$ cat src/rtl/tfti_pkg.sv
`timescale 1ns / 1ps

package tfti_pkg;

   localparam int TFTI_MAX_GLYPHS     = 128;
   localparam int TFTI_MAX_FONT_BYTES = 65536;

   localparam logic [7:0] CH_AT   = 8'h40;
   localparam logic [7:0] CH_DASH = 8'h2d;
   localparam logic [7:0] CH_X    = 8'h78;
   localparam logic [7:0] CH_EQ   = 8'h3d;
   localparam logic [7:0] CH_STAR = 8'h2a;

   localparam logic CMD_TABLE_BYTE = 1'b0;

   localparam logic [1:0] ST_OK        = 2'd0;
   localparam logic [1:0] ST_MALFORMED = 2'd1;
   localparam logic [1:0] ST_NOT_FOUND = 2'd2;
   localparam logic [1:0] ST_FULL      = 2'd3;

   typedef struct packed {
      logic [7:0]  code;
      logic [15:0] start;
      logic [7:0]  cols;
      logic [7:0]  rows;
   } rec_type;

   localparam int REC_W = $bits(rec_type);

   typedef struct packed {
      logic    done;
      logic    found;
      rec_type rec;
   } lu_result_type;

endpackage

$ cat src/rtl/tfti_lookup.sv
`timescale 1ns / 1ps

module tfti_lookup #(
   parameter int MAX_GLYPHS = 128
) (
   input  logic                                       clock,
   input  logic                                       reset,
   input  logic                                       start,
   input  logic [7:0]                                 symbol,
   input  logic [$clog2(MAX_GLYPHS + 1)-1:0]          glyph_count,
   input  logic [6:0]                                 default_glyph,
   input  tfti_pkg::rec_type                          rd_data,
   output logic [((MAX_GLYPHS > 1) ? $clog2(MAX_GLYPHS) : 1)-1:0] rd_addr,
   output logic                                       busy,
   output tfti_pkg::lu_result_type                    result
);
   import tfti_pkg::*;

   localparam int CNT_W = $clog2(MAX_GLYPHS + 1);
   localparam int IDX_W = (MAX_GLYPHS > 1) ? $clog2(MAX_GLYPHS) : 1;

   localparam logic [1:0] LU_IDLE  = 2'd0;
   localparam logic [1:0] LU_SCAN  = 2'd1;
   localparam logic [1:0] LU_DFLT  = 2'd2;
   localparam logic [1:0] LU_DWAIT = 2'd3;

   logic [1:0]       state_ff, state_in;
   logic [IDX_W-1:0] scan_ff, scan_in;
   logic [IDX_W-1:0] chk_idx_ff, chk_idx_in;
   logic             chk_ff, chk_in;
   logic [7:0]       sym_ff, sym_in;

   logic [CNT_W-1:0] last_cnt;
   logic [IDX_W-1:0] last_idx;
   logic [31:0]      dflt_ext;
   logic             dflt_ok;
   logic             hit;

   assign last_cnt = glyph_count - 1'b1;
   assign last_idx = last_cnt[IDX_W-1:0];
   assign dflt_ext = 32'(default_glyph);
   assign dflt_ok  = dflt_ext < 32'(glyph_count);
   assign hit      = (rd_data.code == sym_ff);

   always_comb begin
      state_in   = state_ff;
      scan_in    = scan_ff;
      chk_idx_in = chk_idx_ff;
      chk_in     = chk_ff;
      sym_in     = sym_ff;
      rd_addr    = scan_ff;
      result     = '0;
      case (state_ff)
         LU_IDLE: begin
            if (start) begin
               sym_in  = symbol;
               scan_in = '0;
               chk_in  = 1'b0;
               state_in = (glyph_count == '0) ? LU_DFLT : LU_SCAN;
            end
         end
         LU_SCAN: begin
            chk_in     = 1'b1;
            chk_idx_in = scan_ff;
            if (scan_ff != last_idx) begin
               scan_in = scan_ff + 1'b1;
            end
            if (chk_ff) begin
               if (hit) begin
                  result.done  = 1'b1;
                  result.found = 1'b1;
                  result.rec   = rd_data;
                  state_in     = LU_IDLE;
               end else if (chk_idx_ff == last_idx) begin
                  state_in = LU_DFLT;
               end
            end
         end
         LU_DFLT: begin
            rd_addr = dflt_ext[IDX_W-1:0];
            if (dflt_ok) begin
               state_in = LU_DWAIT;
            end else begin
               result.done = 1'b1;
               state_in    = LU_IDLE;
            end
         end
         LU_DWAIT: begin
            result.done = 1'b1;
            result.rec  = rd_data;
            state_in    = LU_IDLE;
         end
         default: begin
            state_in = LU_IDLE;
         end
      endcase
   end

   always_ff @(posedge clock) begin
      if (reset) begin
         state_ff <= LU_IDLE;
         chk_ff   <= 1'b0;
      end else begin
         state_ff <= state_in;
         chk_ff   <= chk_in;
      end
   end

   always_ff @(posedge clock) begin
      scan_ff    <= scan_in;
      chk_idx_ff <= chk_idx_in;
      sym_ff     <= sym_in;
   end

   assign busy = (state_ff != LU_IDLE);

   a_done_busy: assert property (@(posedge clock) disable iff (reset)
      result.done |-> busy)
      else $error("lookup result outside a lookup");

   a_scan_range: assert property (@(posedge clock) disable iff (reset)
      (state_ff == LU_SCAN) |-> (32'(scan_ff) < 32'(glyph_count)))
      else $error("scan beyond stored records");

endmodule

$ cat config.mk
export PLATFORM = sky130hd
export DESIGN_NAME = tfti_lookup
export DESIGN_NICKNAME = d
export VERILOG_FILES = /design/src/rtl/tfti_pkg.sv /design/src/rtl/tfti_lookup.sv
export SDC_FILE = /design/constraint.sdc
export NUM_CORES = 1
export LEC_CHECK = 0
export BUFFER_PORTS_ARGS = -buffer_cell sky130_fd_sc_hd__buf_2
export CORE_UTILIZATION = 47
export DETAILED_ROUTE_END_ITERATION = 12
export PLACE_DENSITY = 0.86
export SLEW_MARGIN = 40
export SYNTH_ARGS = -nofsm -noshare
export SYNTH_HDL_FRONTEND = slang
export SYNTH_SLANG_ARGS = --single-unit
export TNS_END_PERCENT = 10
$ cat constraint.sdc
create_clock -name clock -period 5.2 [get_ports clock]
set_input_delay 1.04 -clock clock [delete_from_list [all_inputs] [get_ports clock]]
set_output_delay 1.04 -clock clock [all_outputs]
set_load 0.02 [all_outputs]
==> flow_summary.yaml <==
run_status:
  status: "finished clean"
global_route:
  grt_overflow: 0
  grt_start_max_net_pins: 42
  antenna_found_initial: 0
  grt_pass1_vias: 1522
  grt_usage: 0.205
  grt_pass1_wl_microns: 6820
die:
  die_x_microns: 66.1
  dieArea_sq_um: 4370
  fp.dieH_microns: 66.1
  core_area_sq_um: 3800
  rows: 22
  start_util: 0.508
  num_io_pins: 116
job:
  cap_viol_max_count: 0
sta:
  max_freq_ghz: 0.280
  slew_violations: 0
  holdWs_ns: 0.548
  setup_violations: 0
  hold_viol: 0
  slew_headroom: 0.507
  finClkSkew_ns: 0.00719
  tns_ns: 0
  setup_ws_ns: 1.63
  rsz0062_at_grt: "no"
  tightest_slew_ns: 0.739
  finalCritPeriodShare: 0.686
  fin_crit_ns: 3.57
worst_setup_path:
  crit_type: "in -> out"
  cp_common_cell: "buf_2"
  crit_fanout: 41
  worstPathRequired_ns: 4.16
  critPathArrivalTime_ns: 2.53
  path_cells: "buf_2, xnor2_1, nand4_1, nor3_1, o21a_2, and2_1, buf_2"
  crit_path_start_kind: "input pin"
  worst_setup_path_end_kind: "output port"
  slowest_stage: "o21a_2"
  cp_slowest_stage_delay_ns: 0.48
layout:
  final_common_cell: "buf_2"
  nNetsFinal: 385
  area_growth_pct: 34.1
  n_antenna_cell: 0
  fillCellCount: 300
  drive_gt1_frac: 0.427
  layout_common_cells: "buf_2 (115), and2_1 (42), xnor2_1 (22), edfxtp_1 (22), inv_1 (13)"
  final_core_util: 0.681
  fin_cells: 357
  final_area_sq_um: 2590
detailed_routing:
  drc_errors: 0
  final_antenna_net_count: 0
  wl_per_cell_microns: 12.4
  drt-pass1-iter-count: 4
  drt_iter0_markers: 86
  routed_wl_microns: 4430
  num_vias: 1709
  via_per_inst: 4.79
clock_network:
  clock-root-buffer: "clkbuf_8"
  insertion_delay_ns: 0.27
  clk_path_buf_depth: 2
  cts_resized: 0
  clock-sinks: 25
  clk_pin_slew_ns: 0.09
  cts_made_buffers: 3
  cts_tree: "yes"
  cts_hold_buf: 0
  htree_levels: 1
  cts_setup_buffers: 0
placement:
  place_hpwl_microns: 3660
  place.gp.congestion: 0.795
  placed_cell_area_sq_um: 2540
  dp.cells: 353
  pre_cts_ws_ns: 1.30
  io_buffers: 115
synthesis:
  synth_nets: 272
  ys_async_sr_fraction: 0
  avgSynthCellArea_sq_um: 9.79
  synth_edf_count: 22
  synth.distinct_cells: 41
  ys.flop_type: "edfxtp_1"
  yosysWarnings: 0
  ys_ff_latch: 25
  syn_area_sq_um: 1930
  synthCells: 197
  ys_seq_area_frac: 0.374
power_and_ir_drop:
  power_mw: 0.560
  p_leak_nw: 1.33
  peakVddDrop_v: 0.000196
  powerDensity_nw_per_um2: 217
min_path:
  hold_class: "reg -> reg"
-- report_power, final --
group	switching, mW	internal [mW]	total [mW]
Sequential	0.0249	0.249	0.274
Combinational	0.0885	0.0831	0.172
Clock	0.0601	0.0543	0.114
-- registers in the layout, summed over array words and instances (netlist names) --
signal and cells:
scan_ff 7, chk_idx_ff 7, sym_ff 8, chk_ff 1, state_ff 2
-- worst paths after layout --
| path | start | end | slack [ns] | cells after the start |
|---|---|---|---|---|
| max reg2reg | scan_ff[3]$_SDFFCE_PN0P_ | scan_ff[1]$_SDFFCE_PN0P_ | 3.29 | 4 |
| min | chk_ff$_SDFFE_PP0P_ | chk_ff$_SDFFE_PP0P_ | 0.55 | 2 |
| max | rd_data[38] | result[23] | 1.63 | 7 |
| min reg2reg | chk_ff$_SDFFE_PP0P_ | chk_ff$_SDFFE_PP0P_ | 0.55 | 2 |
-- synthesized netlist by cell type (2+ instances only) --
library cell	n	area, sq um
nand2b_1	2	12.5
nand3_1	4	20.0
dfxtp_1	3	60.1
a21oi_1	3	15.0
xor2_1	10	87.6
o21ai_0	2	10.0
nand4_1	3	18.8
clkbuf_1	6	22.5
xnor2_1	22	193
a21o_1	2	15.0
edfxtp_1	22	661
or3_1	3	18.8
a211oi_1	3	22.5
nand2_1	4	15.0
nor2_1	12	45.0
mux2_2	7	78.8
nor3_1	2	10.0
ha_1	9	113
nor2b_1	3	18.8
and2_1	42	263
inv_1	13	48.8
-- critical path, delay by kind of cell --
kind,cells,cell delay [ns]
AOI/OAI and AO/OA,1,0.48
xor gates and xnor gates,1,0.13
and+or+nand+nor,3,0.60
buffers and inverters,2,0.27
-- layout make-up --
| class | count | area (sq um) | area share |
|---|---|---|---|
| multi-input combinational | 152 | 1130 | 0.438 |
| inverter | 13 | 48.8 | 0.0189 |
| sequential | 25 | 721 | 0.279 |
| clock inverter | 1 | 7.51 | 0.00290 |
| timing repair buffer | 115 | 576 | 0.222 |
| tap | 48 | 60.1 | 0.0232 |
| clock buffer | 3 | 41.3 | 0.0160 |
-- routing by layer --
layer  vias up  global-route usage  share of wire
met5         -                   0              0
met4         0              0.0718          0.014
met3         5              0.0207          0.046
met2        50               0.353           0.50
met1       759               0.265           0.44
li1        895                   -              -
-- logic make-up (layout without fill, tap and decap cells) --
kind of cell,Yosys count,after routing,share of synthesized area
AO/OA/AOI/OAI,21,21,0.0830
flip-flops,25,25,0.374
adder cells (fa/ha/maj),9,9,0.0584
multiplexers,7,7,0.0409
XOR/XNOR,33,33,0.157
buffers and inverters,20,132,0.0396
AND/OR/NAND/NOR,82,82,0.248
(Power assumes the default switching activity.)
