==> src/rtl/tfti_pkg.sv <==
`timescale 1ns / 1ps

package tfti_pkg;

   localparam int TFTI_MAX_GLYPHS     = 128;
   localparam int TFTI_MAX_FONT_BYTES = 65536;

   localparam logic [7:0] CH_AT   = 8'h40;
   localparam logic [7:0] CH_DASH = 8'h2d;
   localparam logic [7:0] CH_X    = 8'h78;
   localparam logic [7:0] CH_EQ   = 8'h3d;
   localparam logic [7:0] CH_STAR = 8'h2a;

   localparam logic CMD_TABLE_BYTE = 1'b0;

   localparam logic [1:0] ST_OK        = 2'd0;
   localparam logic [1:0] ST_MALFORMED = 2'd1;
   localparam logic [1:0] ST_NOT_FOUND = 2'd2;
   localparam logic [1:0] ST_FULL      = 2'd3;

   typedef struct packed {
      logic [7:0]  code;
      logic [15:0] start;
      logic [7:0]  cols;
      logic [7:0]  rows;
   } rec_type;

   localparam int REC_W = $bits(rec_type);

   typedef struct packed {
      logic    done;
      logic    found;
      rec_type rec;
   } lu_result_type;

endpackage

==> src/rtl/tfti_parser.sv <==
`timescale 1ns / 1ps

module tfti_parser #(
   parameter int MAX_GLYPHS     = 128,
   parameter int MAX_FONT_BYTES = 65536
) (
   input  logic                                       clock,
   input  logic                                       reset,
   input  logic                                       en,
   input  logic                                       first_byte,
   input  logic [7:0]                                 symbol,
   output logic [1:0]                                 status,
   output logic [$clog2(MAX_GLYPHS + 1)-1:0]          glyph_count,
   output logic [$clog2(MAX_GLYPHS + 1)-1:0]          glyph_count_next,
   output logic                                       wr_en,
   output logic [((MAX_GLYPHS > 1) ? $clog2(MAX_GLYPHS) : 1)-1:0] wr_addr,
   output tfti_pkg::rec_type                          wr_data
);
   import tfti_pkg::*;

   localparam int CNT_W = $clog2(MAX_GLYPHS + 1);
   localparam int IDX_W = (MAX_GLYPHS > 1) ? $clog2(MAX_GLYPHS) : 1;
   localparam int POS_W = $clog2(MAX_FONT_BYTES + 1);

   localparam logic [1:0] PH_IDLE  = 2'd0;
   localparam logic [1:0] PH_CODE  = 2'd1;
   localparam logic [1:0] PH_FIRST = 2'd2;
   localparam logic [1:0] PH_BODY  = 2'd3;

   logic [CNT_W-1:0] count_ff, count_in;
   logic [POS_W-1:0] pos_ff, pos_in;
   logic [1:0]       phase_ff, phase_in;
   logic [7:0]       colcnt_ff, colcnt_in;
   logic [7:0]       rows_ff, rows_in;
   logic             err_ff, err_in;
   logic [IDX_W-1:0] cur_ff, cur_in;
   logic [7:0]       code_ff, code_in;
   logic [15:0]      start_ff, start_in;
   logic [7:0]       cols_ff, cols_in;

   logic             clr;
   logic             is_pixel, is_row_end;
   logic [31:0]      start_sum;
   logic [31:0]      count_ext;
   logic [7:0]       col_inc;

   assign clr        = en && first_byte;
   assign is_pixel   = (symbol == CH_DASH) || (symbol == CH_X);
   assign is_row_end = (symbol == CH_EQ) || (symbol == CH_STAR);
   assign col_inc    = (colcnt_ff == 8'hff) ? 8'hff : colcnt_ff + 8'd1;

   always_comb begin
      count_in  = clr ? '0 : count_ff;
      pos_in    = clr ? '0 : pos_ff;
      phase_in  = clr ? PH_IDLE : phase_ff;
      colcnt_in = clr ? 8'd0 : colcnt_ff;
      rows_in   = clr ? 8'd0 : rows_ff;
      err_in    = clr ? 1'b0 : err_ff;
      cur_in    = cur_ff;
      code_in   = code_ff;
      start_in  = start_ff;
      cols_in   = cols_ff;
      status    = ST_OK;
      wr_en     = 1'b0;
      start_sum = 32'(pos_in) + 32'd2;
      count_ext = 32'(count_in);
      if (en) begin
         if (err_in) begin
            status = ST_MALFORMED;
         end else if (pos_in != POS_W'(MAX_FONT_BYTES)) begin
            pos_in = pos_in + 1'b1;
            if (phase_in == PH_CODE) begin
               code_in  = symbol;
               phase_in = PH_FIRST;
               wr_en    = 1'b1;
            end else if (phase_in == PH_FIRST && !is_pixel) begin
               err_in   = 1'b1;
               phase_in = PH_IDLE;
               status   = ST_MALFORMED;
            end else if (symbol == CH_AT) begin
               if (count_in == CNT_W'(MAX_GLYPHS)) begin
                  phase_in = PH_IDLE;
                  status   = ST_FULL;
               end else begin
                  cur_in    = count_ext[IDX_W-1:0];
                  count_in  = count_in + 1'b1;
                  code_in   = 8'd0;
                  start_in  = (start_sum > 32'd65535) ? 16'hffff : start_sum[15:0];
                  cols_in   = 8'd0;
                  colcnt_in = 8'd0;
                  rows_in   = 8'd0;
                  phase_in  = PH_CODE;
                  wr_en     = 1'b1;
               end
            end else if (phase_in != PH_IDLE) begin
               if (is_pixel) begin
                  cols_in   = col_inc;
                  colcnt_in = col_inc;
                  phase_in  = PH_BODY;
                  wr_en     = 1'b1;
               end else if (is_row_end) begin
                  cols_in   = col_inc;
                  colcnt_in = 8'd0;
                  rows_in   = (rows_in == 8'hff) ? 8'hff : rows_in + 8'd1;
                  phase_in  = PH_BODY;
                  wr_en     = 1'b1;
               end
            end
         end
      end
   end

   always_ff @(posedge clock) begin
      if (reset) begin
         count_ff  <= '0;
         pos_ff    <= '0;
         phase_ff  <= PH_IDLE;
         colcnt_ff <= 8'd0;
         rows_ff   <= 8'd0;
         err_ff    <= 1'b0;
      end else begin
         count_ff  <= count_in;
         pos_ff    <= pos_in;
         phase_ff  <= phase_in;
         colcnt_ff <= colcnt_in;
         rows_ff   <= rows_in;
         err_ff    <= err_in;
      end
   end

   always_ff @(posedge clock) begin
      cur_ff   <= cur_in;
      code_ff  <= code_in;
      start_ff <= start_in;
      cols_ff  <= cols_in;
   end

   assign glyph_count      = count_ff;
   assign glyph_count_next = count_in;
   assign wr_addr          = cur_in;
   assign wr_data          = '{code: code_in, start: start_in, cols: cols_in, rows: rows_in};

   a_count_bound: assert property (@(posedge clock) disable iff (reset)
      count_ff <= CNT_W'(MAX_GLYPHS))
      else $error("glyph count beyond capacity");

   a_write_open: assert property (@(posedge clock) disable iff (reset)
      wr_en |-> (phase_in != PH_IDLE) && (count_in != '0))
      else $error("record write with no record open");

   a_error_sticky: assert property (@(posedge clock) disable iff (reset)
      (err_ff && !(en && first_byte)) |=> err_ff)
      else $error("malformed flag dropped without a new table");

endmodule

==> config.mk <==
export PLATFORM = sky130hd
export DESIGN_NAME = tfti_parser
export DESIGN_NICKNAME = d
export VERILOG_FILES = /design/src/rtl/tfti_pkg.sv /design/src/rtl/tfti_parser.sv
export SDC_FILE = /design/constraint.sdc
export NUM_CORES = 1
export LEC_CHECK = 0
export ABC_AREA = 1
export BUFFER_PORTS_ARGS = -buffer_cell sky130_fd_sc_hd__buf_2
export CAP_MARGIN = 40
export CORE_MARGIN = 2
export CORE_UTILIZATION = 60
export DETAILED_ROUTE_END_ITERATION = 6
export MAX_ROUTING_LAYER = met4
export PLACE_DENSITY = 0.89
export SETUP_SLACK_MARGIN = 0.4
export SKIP_CTS_REPAIR_TIMING = 1
export SYNTH_ARGS = -nofsm -noshare
export SYNTH_HDL_FRONTEND = slang
export SYNTH_SLANG_ARGS = --single-unit
export TNS_END_PERCENT = 50
==> constraint.sdc <==
create_clock -name clock -period 5.5 [get_ports clock]
set_input_delay 0.275 -clock clock [delete_from_list [all_inputs] [get_ports clock]]
set_output_delay 0.275 -clock clock [all_outputs]
set_load 0.01 [all_outputs]
==> results of run 1 <==
==> worst register-to-register path, cell delays in order, from the launching register on <==
cell	delay, ns
dfxtp_1	0.36
inv_1	0.12
nor2_1	0.20
inv_1	0.12
ha_1	0.21
nand4_1	0.10
nor2_2	0.06
nand2_4	0.13
nand3_4	0.14
nor2_8	0.47
nand2_4	0.19
inv_4	0.16
nand2_1	0.07
o21ai_1	0.07
inv_1	0.06
==> logic make-up after synthesis <==
group                      share of synthesized area
adders and majority gates                     0.0133
DFF                                            0.353
xor gates and xnor gates                      0.0149
and+or+nand+nor                                0.393
buffers and inverters                          0.110
AOI/OAI and AO/OA                              0.115
==> registers in the layout, indices dropped and copies added, names as in the netlist <==
signal       count
rows_ff          8
start_ff        16
cols_ff          8
phase_ff         2
pos_ff          17
colcnt_ff        8
err_ff           1
cur_ff           7
glyph_count      8
code_ff          8
==> worst paths after layout <==
kind | slack (ns) | end | cells past startpoint | startpoint
worst max-delay path | 2.01 | wr_data[26] | 17 | en
worst min-delay path | 0.23 | code_ff[7] | 3 | symbol[7]
worst max register to register | 2.95 | start_ff[10] | 14 | pos_ff[0]
worst min register to register | 0.44 | pos_ff[13] | 1 | pos_ff[13]
==> metrics by stage <==
| stage | util | hold slack (ns) | instance area [µm²] | cells | total power, mW |
|---|---|---|---|---|---|
| finish | 0.690 | 0.226 | 5280 | 891 | 1.16 |
| global route | 0.690 | 0.227 | 5280 | 891 | 1.19 |
| CTS | 0.690 | 0.225 | 5280 | 891 | 1.16 |
| detailed placement | 0.666 | 0.425 | 5100 | 875 | 0.746 |
| global placement | 0.666 | 0.422 | 5100 | 875 | 0.742 |
| floorplan | - | 0.407 | 4700 | 712 | 0.711 |
==> where the power goes <==
part | internal (mW) | switching (mW) | leakage (nW) | total [mW]
Clock | 0.172 | 0.253 | 0.0925 | 0.424
Sequential | 0.620 | 0.00605 | 0.672 | 0.626
Combinational | 0.0373 | 0.0699 | 1.98 | 0.107
==> cell usage in the layout, fill, tap and decap left out, types with 6 or more instances in the layout <==
master,instances
inv_1,99
dfxtp_1,83
o22ai_1,6
nand4_1,21
nand2_1,192
nor2_1,93
a211oi_2,8
o21ai_0,25
clkbuf_8,9
buf_2,77
nand3_1,51
a21oi_1,45
nand2_2,8
nor2_2,7
nor3_1,8
==> final cells by class <==
class	instances	area, µm²
repair buffers	77	385
multi-input cells	508	2520
flip-flops and latches	83	1660
fillers	673	2370
clock inverters	7	58.8
well taps	102	128
inverters	105	399
clock buffers	9	124
==> per-layer routing <==
| metal | up-vias | track usage |
|---|---|---|
| met3 | 42 | 0.0472 |
| li1 | 2427 | - |
| met1 | 2222 | 0.334 |
| met5 | - | - |
| met4 | 0 | 0.139 |
| met2 | 188 | 0.518 |
==> run_results.csv, run 1 <==
group,metric,value,unit
status,status,"finished clean",
synth,synth_most_common_cell,"nand2_1",
setup_path,crit_family,"simple AND/OR/NAND/NOR gates",
clocking,tritoncts,"built",
route,routed.top_layer,"met4",
route,routed_via_density,5.48,
setup_path,cp.buffers_inverters,6,
route,drc_errors,0,
finish,drive_gt1_frac,0.177,
grt,grt_first_pass_wirelength,20000,µm
pwr,irDropWorstVdd,0.162,mV
synth,syn_area_per_cell,6.60,µm²
hold_path,hold_class,"input port to flop",
timing,skew,0.0102,ns
synth,ys_top_cells_by_count,"nand2_1 (192), inv_1 (99), nor2_1 (93)",
synth,ys_async_sr_fraction,0,
die,core-area,7650,µm²
route,vias,4879,
synth,synth_edf_count,0,
finish,final_nets,801,
placement,hpwl,8910,µm
placement,place_ws,2.05,ns
route,drt-met1-wl,5150,µm
placement,gp_congestion,0.953,
die,fp.dieW,92.5,µm
setup_path,criticalPathCategory,"input port to primary output",
synth,synth_nets,729,
synth,netlist_area,4700,µm²
finish,syn_to_final_growth,12.3,%
die,io_pins,78,
die,start_util,0.615,
placement,port_buffers,77,
synth,ys_seq_area_frac,0.353,
synth,synth_top_area_share,0.353,
die,fp.dieArea,8560,µm²
route,wl_met3,747,µm
setup_path,max_stage_delay,0.47,ns
setup_path,worstPathRequired,5.22,ns
synth,synth_top_cell_by_area,"dfxtp_1",
die,rows,32,
timing,setup_tns,0,ns
route,drtIter0Drc,394,
timing,fmax,286,MHz
route,wl_met2,6010,µm
clocking,root_buffer,"clkbuf_8",
synth,yosysWarnings,0,
die,die_h,92.5,µm
timing,post-route-period-util,0.635,
clocking,cts_sinks,83,
timing,slew_viol_final,0,
timing,setup_slack,2.01,ns
timing,grt_setup_unrepaired,"no",
pwr,p_leak,2.75,nW
pwr,p_per_area,219,nW/µm²
grt,overflow,0,
timing,finalCriticalPeriod,3.49,ns
clocking,clock_latency,0.38,ns
setup_path,worst_path_most_repeated_cell,"nand2_4",
setup_path,critPathSlowestCell,"nor2_8",
route,wl,12200,µm
synth,synth_ff_type,"dfxtp_1",
clocking,clkTransAtPathRegs,0.09,ns
grt,grt_pass1_vias,4583,
synth,synthTopCellsByArea,"dfxtp_1 (35%), nand2_1 (15%), inv_1 (7.9%)",
setup_path,worstPathMaxFanout,35,
job,maxCapViolations,0,
grt,grt_max_degree,36,
grt,antenna_found_initial,0,
synth,syn_inst,712,
timing,tightest_slew,0.658,ns
timing,hold_viol_final,0,
grt,grt_usage,0.297,
finish,n_antenna_cell,0,
synth,yosys.cell_types.count,40,
route,dr.pass1.iters,5,
setup_path,cp_data_arrival_time,3.22,ns
timing,max-slew-margin-rel,0.561,
timing,setup_violations,0,
clocking,htreeDepth,3,
setup_path,path_cells,"buf_2 > nand2_4 > inv_2 > nor2_1 > inv_1 > ha_1 > nand4_1 > nor2_2 > nand2_4 > nand3_4 > nor2_8 > nand2_4 > inv_4 > nand2_1 > o21ai_1 > inv_1 > buf_2",
route,wire_per_inst,13.7,µm
setup_path,end_kind,"primary output",
route,ant_nets,0,
clocking,cts.path.max_buffers,2,
synth,synth-seq-cells,83,
clocking,cts_made_buffers,9,
setup_path,cp-start-kind,"input port",
Power figures use the tool's default switching activity.
==> run 2, diff against run 1 <==
CORE_UTILIZATION = 51   (was 60)
PLACE_DENSITY = 0.81   (was 0.89)
clock period = 2.85 ns   (was 5.5 ns; I/O delays follow)
==> run 2 against run 1 <==
Compared with the run above: via count is 5.6% higher; hold slack got worse by 0.086 ns; non-clock buffer count is 35 higher; sequential share of layout area is 3.6 points lower; critical endpoint is now wr_addr[5]; largest power group unchanged; highest routed layer unchanged.
==> run_results.csv, run 2 (synthesis results as in run 1) <==
group,metric,value,unit
grt,use_met3,0.0557,
grt,overflow,0,
pwr,p_leak,3.02,nW
clocking,clock_latency,0.37,ns
job,maxCapViolations,0,
route,drtIter0Drc,360,
placement,port_buffers,77,
route,drc_errors,0,
timing,finalCriticalPeriod,2.45,ns
timing,fmax,408,MHz
pwr,power.internal,1.74,mW
hold_path,hold_class,"input port to flop",
route,ant_nets,0,
setup_path,end_kind,"primary output",
placement,gp_congestion,0.936,
setup_path,cp-start-kind,"flop",
route,wire_per_inst,15.1,µm
route,dr.pass1.iters,5,
clocking,cts_sinks,83,
placement,place_ws,0.443,ns
timing,whs,0.139,ns
finish,largest_register_ffs,17,
finish,final_common_cell,"nand2_1",
setup_path,criticalPathCategory,"flop to primary output",
route,vias,5153,
timing,setup_slack,0.397,ns
finish,regMostFlops,"pos_ff",
finish,drive_gt1_frac,0.277,
timing,max-slew-margin-rel,0.513,
timing,slew_viol_final,0,
finish,final_cell_mix,"nand2_1 (185), inv_1 (97), dfxtp_1 (81), nor2_1 (78), buf_2 (77)",
die,fp.dieArea,10000,µm²
timing,grt_setup_unrepaired,"yes",
die,die_h,100,µm
setup_path,cp_data_arrival_time,2.31,ns
pwr,total_power,2.37,mW
finish,final_area,5970,µm²
setup_path,worstPathRequired,2.71,ns
placement,place_area,5170,µm²
timing,skew,0.0148,ns
clocking,root_buffer,"clkbuf_8",
finish,reg_top3,"pos_ff x17, start_ff x16",
grt,antenna_found_initial,0,
die,start_util,0.516,
finish,nFillCells,771,
finish,syn_to_final_growth,27.0,%
pwr,power.switching,0.627,mW
grt,grt_first_pass_wirelength,20300,µm
clocking,cts_made_buffers,9,
grt,grt_pass1_vias,4606,
clocking,clkTransAtPathRegs,0.09,ns
grt,top_usage_layer,"met2",
die,core-area,9110,µm²
die,io_pins,78,
pwr,swShare,0.265,
timing,hold_viol_final,0,
clocking,tritoncts,"built",
grt,grt_usage,0.259,
finish,multiInputGateArea,2850,µm²
die,rows,35,
finish,regArea,1660,µm²
grt,grt_max_degree,32,
pwr,p_comb_frac,0.114,
timing,setup_tns,0,ns
die,fp.dieW,100,µm
clocking,htreeDepth,3,
placement,hpwl,9260,µm
status,status,"finished clean",
finish,utilization,0.655,
grt,grt_use_met2,0.456,
pwr,irDropWorstVdd,0.344,mV
placement,place_inst,892,
pwr,seqPwrFrac,0.513,
clocking,cts.path.max_buffers,2,
route,routed_via_density,5.48,
finish,final_nets,841,
timing,post-route-period-util,0.861,
pwr,pwr-share-clk,0.373,
timing,setup_violations,0,
setup_path,worstPathMaxFanout,5,
finish,n_antenna_cell,0,
route,wl,14200,µm
finish,instances_no_fill,940,
pwr,p_per_area,396,nW/µm²
grt,met1_usage,0.289,
timing,tightest_slew,0.731,ns
## run 2: cell types whose count changed in the layout (fill, tap and decap cells not counted), moves of 8 or more
| cell | before | now |
|---|---|---|
| a21oi_1 | 45 | 37 |
| a21oi_2 | 0 | 8 |
| buf_4 | 0 | 28 |
| nor2_1 | 93 | 78 |
| nor2_2 | 7 | 17 |
| o21ai_0 | 25 | 17 |
## run 2: final timing paths
| path | from | end | slack, ns | cells past startpoint |
|---|---|---|---|---|
| hold / removal | symbol[3] | code_ff[3] | 0.14 | 3 |
| setup reg to reg | pos_ff[1] | start_ff[13] | 0.83 | 11 |
| hold reg to reg | cols_ff[4] | cols_ff[4] | 0.45 | 2 |
| setup / recovery | glyph_count[1] | wr_addr[5] | 0.40 | 12 |
## run 2: critical path, cell delays in order, from the launching register on
cell and delay [ns]:
dfxtp_1 0.37, nand2_1 0.13, ha_1 0.20, nand4_1 0.10
nor2_2 0.06, nor2_1 0.16, nand2_2 0.15, nor2_8 0.22
buf_6 0.16, buf_6 0.10, nor2_2 0.03, a21oi_2 0.12
buf_2 0.15
## run 2: power by group through the flow
| stage | Clock, mW | Sequential, mW | Combinational [mW] |
|---|---|---|---|
| floorplan | 0 | 1.23 | 0.140 |
| global placement | 0 | 1.23 | 0.207 |
| detailed placement | 0 | 1.23 | 0.212 |
| CTS | 0.877 | 1.21 | 0.213 |
| global route | 0.927 | 1.22 | 0.292 |
| finish | 0.882 | 1.21 | 0.270 |
## run 2: per-layer routing
| metal | routed length [µm] | share of wire |
|---|---|---|
| met1 | 5600 | 0.39 |
| met4 | 377 | 0.027 |
| met5 | 0 | 0 |
| met3 | 1000 | 0.071 |
| met2 | 7230 | 0.51 |
## run 2: layout make-up
class | instances | share of cell area
clock inverters | 4 | 0.00838
clock buffers | 12 | 0.0243
repair buffers | 112 | 0.117
multi-input cells | 512 | 0.477
well taps | 111 | 0.0233
flip-flops and latches | 83 | 0.279
inverters | 105 | 0.0698
repair inverters | 1 | 0.00147
